$ cat src/design/srr_pkg.sv
// ----------------------------------------------------------------------------
// srr_pkg
// Shared constants, command type and window helper for the selective-repeat
// receiver.
// ----------------------------------------------------------------------------
package srr_pkg;

	localparam int WINDOW_MAX  = 16;
	localparam int SEQ_DEPTH   = 48;
	localparam int CHUNK_BYTES = 8;

	localparam int PSEQ_W    = 6;
	localparam int CHUNK_W   = 64;
	localparam int WS_W      = 5;
	localparam int CFG_W     = 32;
	localparam int CFG_IDX_W = 2;

	localparam int WIN_LIM_RAW = (WINDOW_MAX < SEQ_DEPTH / 3) ? WINDOW_MAX : SEQ_DEPTH / 3;
	localparam int WIN_LIM     = (WIN_LIM_RAW < 1) ? 1 : WIN_LIM_RAW;
	localparam int WIN_W       = (WIN_LIM > 1) ? $clog2(WIN_LIM) : 1;
	localparam int SEQ_W       = (SEQ_DEPTH > 1) ? $clog2(SEQ_DEPTH) : 1;
	localparam int CW          = ($clog2(SEQ_DEPTH + 1) > PSEQ_W) ? $clog2(SEQ_DEPTH + 1) : PSEQ_W;

	localparam int CMDQ_DEPTH = 2;
	localparam int CQ_PTR_W   = (CMDQ_DEPTH > 1) ? $clog2(CMDQ_DEPTH) : 1;
	localparam int CQ_CNT_W   = $clog2(CMDQ_DEPTH + 1);

	localparam logic [CFG_IDX_W-1:0] REG_WINDOW_SIZE = 2'd0;
	localparam logic [CFG_IDX_W-1:0] REG_TOTAL_BYTES = 2'd1;

	localparam logic KIND_ACK   = 1'b0;
	localparam logic KIND_CHUNK = 1'b1;

	typedef struct packed {
		logic              kind;
		logic [PSEQ_W-1:0] ack;
		logic [SEQ_W-1:0]  addr;
		logic              last;
		logic              done;
	} cmd_t;

	function automatic logic [CW-1:0] eff_window(input logic [WS_W-1:0] ws);
		logic [CW-1:0] w;
		w = CW'(ws);
		if (w == '0) begin
			w = CW'(1);
		end else if (w > CW'(WIN_LIM)) begin
			w = CW'(WIN_LIM);
		end
		return w;
	endfunction

endpackage

$ cat src/design/srr_ram.sv
// ----------------------------------------------------------------------------
// srr_ram
// Generic simple dual-port RAM, one write port and one registered read port.
// ----------------------------------------------------------------------------
module srr_ram #(
	parameter int WIDTH = 64,
	parameter int DEPTH = 48
) (
	input  logic                                  clk,
	input  logic                                  we,
	input  logic [(DEPTH > 1 ? $clog2(DEPTH) : 1)-1:0] waddr,
	input  logic [WIDTH-1:0]                      wdata,
	input  logic                                  re,
	input  logic [(DEPTH > 1 ? $clog2(DEPTH) : 1)-1:0] raddr,
	output logic [WIDTH-1:0]                      rdata
);

	logic [WIDTH-1:0] mem_q [DEPTH];
	logic [WIDTH-1:0] rdata_q;

	always_ff @(posedge clk) begin
		if (we) begin
			mem_q[waddr] <= wdata;
		end
		if (re) begin
			rdata_q <= mem_q[raddr];
		end
	end

	assign rdata = rdata_q;

endmodule

$ cat src/design/srr_front.sv
// ----------------------------------------------------------------------------
// srr_front
// Packet classifier and window state: acknowledges, buffers chunks and walks
// the in-order run at the window base, issuing result commands.
// ----------------------------------------------------------------------------
module srr_front (
	input  logic                             clk,
	input  logic                             arst_n,
	input  logic                             push,
	output logic                             full,
	input  logic [srr_pkg::PSEQ_W-1:0]       packet_seq,
	input  logic [srr_pkg::CHUNK_W-1:0]      packet_payload,
	input  logic                             cfg_valid,
	output logic                             cfg_ready,
	input  logic [srr_pkg::CFG_IDX_W-1:0]    cfg_index,
	input  logic [srr_pkg::CFG_W-1:0]        cfg_data,
	output logic                             cmd_push,
	output srr_pkg::cmd_t                    cmd_data,
	input  logic                             cmd_full,
	output logic                             ram_we,
	output logic [srr_pkg::SEQ_W-1:0]        ram_waddr,
	output logic [srr_pkg::CHUNK_W-1:0]      ram_wdata
);
	import srr_pkg::*;

	localparam logic ST_IDLE  = 1'b0;
	localparam logic ST_DRAIN = 1'b1;

	logic                 state_q;
	logic [WS_W-1:0]      win_size_q;
	logic [CFG_W-1:0]     total_q;
	logic [CFG_W-1:0]     bytes_q;
	logic [SEQ_W-1:0]     base_q;
	logic [SEQ_DEPTH-1:0] filled_q;
	logic                 fin_q;
	logic                 done_q;
	logic [WIN_W-1:0]     cnt_q;

	logic [CW-1:0]    win;
	logic [CW-1:0]    span;
	logic [CW-1:0]    seq_c;
	logic [CW-1:0]    base_c;
	logic [CW-1:0]    seq_off;
	logic [SEQ_W-1:0] seq_i;
	logic [SEQ_W-1:0] base_next;
	logic [CFG_W-1:0] bytes_next;
	logic             in_space;
	logic             in_win;
	logic             in_prev;
	logic             at_base;
	logic             live;
	logic             do_fill;
	logic             fin_next;
	logic             drain_go;
	logic             drain_last;
	logic             restart;

	assign win     = eff_window(win_size_q);
	assign span    = win + win + win;
	assign seq_c   = CW'(packet_seq);
	assign base_c  = CW'(base_q);
	assign seq_i   = SEQ_W'(packet_seq);
	assign seq_off = (seq_c >= base_c) ? seq_c - base_c : span - (base_c - seq_c);

	assign in_space = (seq_c < span) && (base_c < span);
	assign in_win   = in_space && (seq_off < win);
	assign at_base  = in_space && (seq_off == '0);
	assign in_prev  = in_space && (seq_off >= span - win);

	assign full    = (state_q != ST_IDLE) || cmd_full;
	assign live    = push && !full && !fin_q;
	assign do_fill = live && in_win && !filled_q[seq_i];

	assign bytes_next = !do_fill ? bytes_q :
		(bytes_q > CFG_W'(CHUNK_BYTES)) ? bytes_q - CFG_W'(CHUNK_BYTES) : '0;
	assign fin_next = (bytes_next == '0);

	assign base_next  = (base_c + CW'(1) == span) ? '0 : base_q + SEQ_W'(1);
	assign drain_last = (CW'(cnt_q) + CW'(1) == win) || !filled_q[base_next];
	assign drain_go   = (state_q == ST_DRAIN) && !cmd_full;

	assign cfg_ready = 1'b1;
	assign restart   = cfg_valid &&
		(cfg_index == REG_WINDOW_SIZE || cfg_index == REG_TOTAL_BYTES);

	assign ram_we    = do_fill;
	assign ram_waddr = seq_i;
	assign ram_wdata = packet_payload;

	always_comb begin
		cmd_push = 1'b0;
		cmd_data = '0;
		if (drain_go) begin
			cmd_push      = 1'b1;
			cmd_data.kind = KIND_CHUNK;
			cmd_data.addr = base_q;
			cmd_data.last = drain_last;
			cmd_data.done = done_q;
		end else if (live && (in_win || in_prev)) begin
			cmd_push      = 1'b1;
			cmd_data.kind = KIND_ACK;
			cmd_data.ack  = packet_seq;
			cmd_data.last = !at_base;
			cmd_data.done = fin_next;
		end
	end

	always_ff @(posedge clk or negedge arst_n) begin
		if (!arst_n) begin
			state_q    <= ST_IDLE;
			win_size_q <= WS_W'(1);
			total_q    <= '0;
			bytes_q    <= '0;
			base_q     <= '0;
			filled_q   <= '0;
			fin_q      <= 1'b0;
			done_q     <= 1'b0;
			cnt_q      <= '0;
		end else if (restart) begin
			if (cfg_index == REG_WINDOW_SIZE) begin
				win_size_q <= cfg_data[WS_W-1:0];
			end
			if (cfg_index == REG_TOTAL_BYTES) begin
				total_q <= cfg_data;
				bytes_q <= cfg_data;
			end else begin
				bytes_q <= total_q;
			end
			state_q  <= ST_IDLE;
			base_q   <= '0;
			filled_q <= '0;
			fin_q    <= 1'b0;
		end else begin
			if (live) begin
				bytes_q <= bytes_next;
				fin_q   <= fin_next;
				if (do_fill) begin
					filled_q[seq_i] <= 1'b1;
				end
				if (at_base) begin
					state_q <= ST_DRAIN;
					cnt_q   <= '0;
					done_q  <= fin_next;
				end
			end
			if (drain_go) begin
				filled_q[base_q] <= 1'b0;
				base_q           <= base_next;
				cnt_q            <= cnt_q + WIN_W'(1);
				if (drain_last) begin
					state_q <= ST_IDLE;
				end
			end
		end
	end

endmodule

$ cat src/design/srr_cmd_fifo.sv
// ----------------------------------------------------------------------------
// srr_cmd_fifo
// Short command queue between the classifier and the result stage.
// ----------------------------------------------------------------------------
module srr_cmd_fifo (
	input  logic          clk,
	input  logic          arst_n,
	input  logic          push,
	input  srr_pkg::cmd_t din,
	output logic          full,
	input  logic          pop,
	output srr_pkg::cmd_t dout,
	output logic          empty
);
	import srr_pkg::*;

	cmd_t                mem_q [CMDQ_DEPTH];
	logic [CQ_PTR_W-1:0] wr_ptr_q;
	logic [CQ_PTR_W-1:0] rd_ptr_q;
	logic [CQ_CNT_W-1:0] count_q;
	logic                do_push;
	logic                do_pop;

	assign full    = (count_q == CQ_CNT_W'(CMDQ_DEPTH));
	assign empty   = (count_q == '0);
	assign dout    = mem_q[rd_ptr_q];
	assign do_push = push && !full;
	assign do_pop  = pop && !empty;

	always_ff @(posedge clk) begin
		if (do_push) begin
			mem_q[wr_ptr_q] <= din;
		end
	end

	always_ff @(posedge clk or negedge arst_n) begin
		if (!arst_n) begin
			wr_ptr_q <= '0;
			rd_ptr_q <= '0;
			count_q  <= '0;
		end else begin
			if (do_push) begin
				wr_ptr_q <= (wr_ptr_q == CQ_PTR_W'(CMDQ_DEPTH - 1)) ? '0 : wr_ptr_q + CQ_PTR_W'(1);
			end
			if (do_pop) begin
				rd_ptr_q <= (rd_ptr_q == CQ_PTR_W'(CMDQ_DEPTH - 1)) ? '0 : rd_ptr_q + CQ_PTR_W'(1);
			end
			if (do_push && !do_pop) begin
				count_q <= count_q + CQ_CNT_W'(1);
			end else if (do_pop && !do_push) begin
				count_q <= count_q - CQ_CNT_W'(1);
			end
		end
	end

endmodule

$ cat src/design/srr_back.sv
// ----------------------------------------------------------------------------
// srr_back
// Result stage: takes commands, reads buffered chunks and holds the result
// until it is popped.
// ----------------------------------------------------------------------------
module srr_back (
	input  logic                        clk,
	input  logic                        arst_n,
	input  logic                        cmd_empty,
	input  srr_pkg::cmd_t               cmd_data,
	output logic                        cmd_pop,
	output logic                        ram_re,
	output logic [srr_pkg::SEQ_W-1:0]   ram_raddr,
	input  logic [srr_pkg::CHUNK_W-1:0] ram_rdata,
	output logic                        empty,
	input  logic                        pop,
	output logic                        kind,
	output logic [srr_pkg::PSEQ_W-1:0]  ack_number,
	output logic [srr_pkg::CHUNK_W-1:0] delivered_chunk,
	output logic                        last_of_run,
	output logic                        transfer_done
);
	import srr_pkg::*;

	logic              out_valid_q;
	logic              kind_q;
	logic [PSEQ_W-1:0] ack_q;
	logic              last_q;
	logic              done_q;
	logic              load;

	assign load      = !cmd_empty && (!out_valid_q || pop);
	assign cmd_pop   = load;
	assign ram_re    = load;
	assign ram_raddr = cmd_data.addr;

	always_ff @(posedge clk or negedge arst_n) begin
		if (!arst_n) begin
			out_valid_q <= 1'b0;
		end else if (load) begin
			out_valid_q <= 1'b1;
		end else if (pop) begin
			out_valid_q <= 1'b0;
		end
	end

	always_ff @(posedge clk) begin
		if (load) begin
			kind_q <= cmd_data.kind;
			ack_q  <= cmd_data.ack;
			last_q <= cmd_data.last;
			done_q <= cmd_data.done;
		end
	end

	assign empty           = !out_valid_q;
	assign kind            = kind_q;
	assign ack_number      = ack_q;
	assign delivered_chunk = (kind_q == KIND_CHUNK) ? ram_rdata : '0;
	assign last_of_run     = last_q;
	assign transfer_done   = done_q;

endmodule

$ cat src/design/selective_repeat_receiver_unit.sv
// ----------------------------------------------------------------------------
// selective_repeat_receiver_unit
// Selective-repeat ARQ receiver: acknowledges packets, buffers out-of-order
// chunks and delivers the in-order run at the window base.
// a packet's first result is written to the command queue, then loaded into the result register, where it can be popped
// throughput: 1 packet per cycle while full is low; full holds packets off while chunks are released at the base
// the run walk at the window base sets the rate, one chunk per cycle while the command queue is not full
// reset: window 1, length 0, base 0, all slots empty, results queue empty
// ----------------------------------------------------------------------------
module selective_repeat_receiver_unit (
	input  logic                          clk,
	input  logic                          arst_n,
	input  logic                          push,
	output logic                          full,
	input  logic [srr_pkg::PSEQ_W-1:0]    packet_seq,
	input  logic [srr_pkg::CHUNK_W-1:0]   packet_payload,
	output logic                          empty,
	input  logic                          pop,
	output logic                          kind,
	output logic [srr_pkg::PSEQ_W-1:0]    ack_number,
	output logic [srr_pkg::CHUNK_W-1:0]   delivered_chunk,
	output logic                          last_of_run,
	output logic                          transfer_done,
	input  logic                          cfg_valid,
	output logic                          cfg_ready,
	input  logic [srr_pkg::CFG_IDX_W-1:0] cfg_index,
	input  logic [srr_pkg::CFG_W-1:0]     cfg_data
);
	import srr_pkg::*;

	logic               fq_push;
	cmd_t               fq_din;
	logic               fq_full;
	logic               fq_pop;
	cmd_t               fq_dout;
	logic               fq_empty;
	logic               ram_we;
	logic [SEQ_W-1:0]   ram_waddr;
	logic [CHUNK_W-1:0] ram_wdata;
	logic               ram_re;
	logic [SEQ_W-1:0]   ram_raddr;
	logic [CHUNK_W-1:0] ram_rdata;

	srr_front u_front (
		.clk            (clk),
		.arst_n         (arst_n),
		.push           (push),
		.full           (full),
		.packet_seq     (packet_seq),
		.packet_payload (packet_payload),
		.cfg_valid      (cfg_valid),
		.cfg_ready      (cfg_ready),
		.cfg_index      (cfg_index),
		.cfg_data       (cfg_data),
		.cmd_push       (fq_push),
		.cmd_data       (fq_din),
		.cmd_full       (fq_full),
		.ram_we         (ram_we),
		.ram_waddr      (ram_waddr),
		.ram_wdata      (ram_wdata)
	);

	srr_cmd_fifo u_fifo (
		.clk    (clk),
		.arst_n (arst_n),
		.push   (fq_push),
		.din    (fq_din),
		.full   (fq_full),
		.pop    (fq_pop),
		.dout   (fq_dout),
		.empty  (fq_empty)
	);

	srr_ram #(
		.WIDTH (CHUNK_W),
		.DEPTH (SEQ_DEPTH)
	) u_store (
		.clk   (clk),
		.we    (ram_we),
		.waddr (ram_waddr),
		.wdata (ram_wdata),
		.re    (ram_re),
		.raddr (ram_raddr),
		.rdata (ram_rdata)
	);

	srr_back u_back (
		.clk             (clk),
		.arst_n          (arst_n),
		.cmd_empty       (fq_empty),
		.cmd_data        (fq_dout),
		.cmd_pop         (fq_pop),
		.ram_re          (ram_re),
		.ram_raddr       (ram_raddr),
		.ram_rdata       (ram_rdata),
		.empty           (empty),
		.pop             (pop),
		.kind            (kind),
		.ack_number      (ack_number),
		.delivered_chunk (delivered_chunk),
		.last_of_run     (last_of_run),
		.transfer_done   (transfer_done)
	);

endmodule

$ cat config.mk
export PLATFORM = sky130hd
export DESIGN_NAME = selective_repeat_receiver_unit
export DESIGN_NICKNAME = d
export VERILOG_FILES = /design/src/design/srr_pkg.sv /design/src/design/srr_ram.sv /design/src/design/srr_front.sv /design/src/design/srr_cmd_fifo.sv /design/src/design/srr_back.sv /design/src/design/selective_repeat_receiver_unit.sv
export SDC_FILE = /design/constraint.sdc
export NUM_CORES = 2
export LEC_CHECK = 0
export BUFFER_PORTS_ARGS = -buffer_cell sky130_fd_sc_hd__buf_4
export CORE_AREA = 3 3 461 577
export DETAILED_ROUTE_END_ITERATION = 8
export DIE_AREA = 0 0 464 580
export PLACE_DENSITY_LB_ADDON = 0.3
export RECOVER_POWER = 100
export SYNTH_ARGS = -nofsm -noshare
export SYNTH_HDL_FRONTEND = slang
export SYNTH_SLANG_ARGS = --single-unit
$ cat constraint.sdc
create_clock -name clk -period 15.1 [get_ports clk]
set_clock_uncertainty 0.15 [all_clocks]
set_input_delay 0.755 -clock clk [delete_from_list [all_inputs] [get_ports clk]]
set_output_delay 0.755 -clock clk [all_outputs]
set_load 0.05 [all_outputs]
==> results.yml <==
run_status:
  outcome: "finished, violations left"
  violations: "max-capacitance violations, max-slew violations"
synth:
  synth_top_cells_by_count: "edfxtp_1, nand2_1, mux4_2"
  synthFlopType: "edfxtp_1"
  synth_seq_cells: 3310
  yosys.area.top_type: "edfxtp_1"
  synth_top_area_share_pct: 73.2
  yosysMostFrequentCell: "edfxtp_1"
  synth_compound_area_share_pct: 2.79
  syn_inst: 6750
  yosysUniqueCellTypes: 86
  synth_area_per_cell_um2: 19.3
  synthesis.nets: 6905
  synth_edf_count: 3175
  ys_async_sr_fraction_pct: 4.08
  synth_simple_gate_area_share_pct: 5.19
  ys_warn_count: 0
  synth_xor_area_share_pct: 0.236
  synth_top_family_by_area: "multiplexers"
  synthMuxAreaShare_pct: 14.2
  synth_area_leaders: "edfxtp_1, mux4_2, dfrtp_1"
  yosys.area_share.adder_pct: 0.492
  ys_seq_area_share_pct: 75.8
  netlist_area_mm2: 0.130
setup_path:
  slowest_delay_ns: 3.03
  start_kind: "flop"
  crit_start: "u_front.win_size_q[2]"
  worst-endpoint-required_ns: 15.30
  critPathTopFamily: "buffers and inverters"
  cpMaxStageDelayCell: "clkbuf_1"
  crit_top_cell: "ha_1"
  crit_end: "u_store.mem_q[5][24]"
  rr_endpoint: "u_store.mem_q[5][24]"
  worstPathArrival_ns: 12.01
  r2r_start: "u_front.win_size_q[2]"
  path_cells: "nor3_1, o21ai_0, clkbuf_1, inv_1, ha_1, ha_1, a21oi_1, xor2_1, fa_1, inv_1, ha_1, a21oi_1, xnor2_1, nor2b_1, a31o_2, ha_1, nor4_1, a211oi_1, a21oi_1, nand2_1, nor2_1, nand2_1, nor2_1, clkbuf_1"
  reg2reg_slack_ns: 3.29
  cp.depth: 24
  critPathKind: "flop to flop"
  ff2ff_path_depth: 24
  cp-end-kind: "flop"
  critPathMaxFanout: 53
  critPathBufInv: 4
die:
  die_area_mm2: 0.269
  initial_core_util_pct: 49.8
  core.rowCount: 210
  core_area_mm2: 0.261
  die_h_um: 580
  dieWidth_um: 464
  pin_count: 185
power:
  p_total_w: 0.0255
  comb_power_share_pct: 28.6
  vdd_drop_max_mv: 0.138
  p_leak_nw: 46.9
  p_switching_w: 0.00817
  p_clk_share_pct: 30.4
  seq_power_share_pct: 41.0
  power.density_mw_per_mm2: 175
  internal_power_w: 0.0173
  netSwitchingFraction_pct: 32.0
clocking:
  cts_buffers: 316
  cts_tree: "built"
  cts_resized: 0
  clockBufferDepth: 4
  root_buffer: "clkbuf_16"
  postCtsSetupBuffers: 0
  cts.sinks: 3310
  clk_pin_slew_ns: 0.06
  htree_levels: 5
  clk_latency_ns: 0.88
sta:
  relSlewSlack_pct: -241
  setup-tns-final_ns: 0
  slew_viol_final: 6117
  rsz0062_at_grt: "no"
  min_period_ns: 11.81
  setup_viol: 0
  hold_viol: 0
  tightest_slew_ns: 5.12
  fin_crit_sh_pct: 78.2
  fmax_mhz: 84.7
placed_design:
  place_area_mm2: 0.136
  hpwlAfterDp_um: 208000
  port-buffer-count: 183
  place_congestion: 0.910
grt:
  grt_max_degree: 150
  grt_pass1_wl_um: 512000
  antenna_found_initial: 23
  grt_pass1_vias: 68468
  grt_use_total_pct: 26.5
  grt-ovfl-total: 0
finish:
  drive_gt1_share_pct: 20.9
  final_area_mm2: 0.146
  final_nets: 7186
  fillerInstances: 19659
  regArea_mm2: 0.0987
  multi_input_area_mm2: 0.0300
  syn_to_final_growth_pct: 11.7
route:
  wirelength_um: 359000
  first_pass_iters: 6
  drc_errors: 0
  via_count: 68832
  viasPerCell: 6.38
  antenna_left: 0
  drtIter0Drc: 9259
  wl_per_cell_um: 33.3
worst_hold_path:
  holdCritPathClass: "input pin to flop"
flow_run:
  drv_cap: 147
-- repair_timing --
action                                  in CTS  in global routing
endpoints found under the hold margin       91                  0
endpoints found under the setup margin       0                  0
hold buffers                                34                  0
-- power groups by stage --
stage,registers [W],clock network [W],logic [W]
after floorplan,0.0106,0,0.00461
after detailed placement,0.0106,0,0.00735
after global routing,0.0105,0.00822,0.00771
after CTS,0.0104,0.00786,0.00740
final,0.0105,0.00776,0.00729
after global placement,0.0106,0,0.00734
-- flip-flops by register name (all words and copies together) (netlist names), 2 cells and up --
| register | count |
|---|---|
| u_front.filled_q | 48 |
| u_front.base_c | 6 |
| u_back.ack_number | 6 |
| u_front.bytes_q | 32 |
| u_store.rdata | 64 |
| u_store.mem_q | 3072 |
| u_front.total_q | 32 |
| u_fifo.mem_q | 30 |
| u_fifo.count_q | 2 |
| u_front.cnt_q | 4 |
| u_front.win_size_q | 5 |
-- area by class of cell --
class | count | area share, %
Clock inverter | 182 | 1.12
Clock buffer | 391 | 5.74
Sequential cell | 3310 | 67.8
Inverter | 49 | 0.129
Antenna cell | 10 | 0.0172
Multi-Input combinational cell | 3004 | 20.6
Tap cell | 3498 | 3.01
Timing Repair Buffer | 350 | 1.55
-- routing by layer --
metal / vias up / wire [um] / GRT usage (%)
met5: - / 13 / 0
met4: 2 / 13500 / 8.73
met3: 577 / 36600 / 5.61
met2: 3898 / 175000 / 42.5
met1: 36472 / 135000 / 36.6
li1: 27883 / - / -
-- worst min path at each step --
| stage | from | end | slack [ns] | depth (start not counted) |
|---|---|---|---|---|
| after floorplan | u_front.fin_q | u_front.fin_q | 0.29 | 2 |
| after global placement | u_front.fin_q | u_front.fin_q | 0.30 | 2 |
| after detailed placement | u_front.fin_q | u_front.fin_q | 0.31 | 2 |
| after CTS | packet_seq[5] | u_fifo.mem_q[0][13] | 0.16 | 2 |
| after global routing | push | u_front.fin_q | 0.19 | 3 |
| final | push | u_front.fin_q | 0.21 | 3 |
-- stage by stage --
step,hold slack [ns],util [%],setup WS [ns],std cells
final,0.206,55.7,3.29,10794
after global routing,0.188,55.7,2.71,10787
after CTS,0.162,56.0,5.81,10782
after detailed placement,0.314,52.1,5.82,10175
after global placement,0.301,52.1,5.72,10174
after floorplan,0.290,-,6.29,6750
-- cells by family after synthesis --
| kind of cell | Yosys count |
|---|---|
| xor+xnor | 32 |
| fa+ha+maj | 48 |
| mux | 878 |
| simple gates | 1526 |
| flops | 3310 |
| buf+inv | 436 |
| other cells | 1 |
| compound gates | 519 |
-- cell usage in the layout, fill, tap and decap left out, types with 128 or more instances in the layout --
master	netlist	layout
a21oi_1	172	172
clkbuf_16	0	324
buf_4	1	150
dfrtp_1	134	134
nand3_1	280	281
nor2_1	139	128
clkbuf_1	262	222
nand2_1	859	860
edfxtp_1	3175	3175
mux4_2	774	774
-- worst min-delay path, delay by kind of cell --
kind	cells	cell delay, ns
simple gates	1	0.20
buf+inv	1	0.12
compound gates	1	0.12
Note: power is estimated with default switching activity, not from simulation.
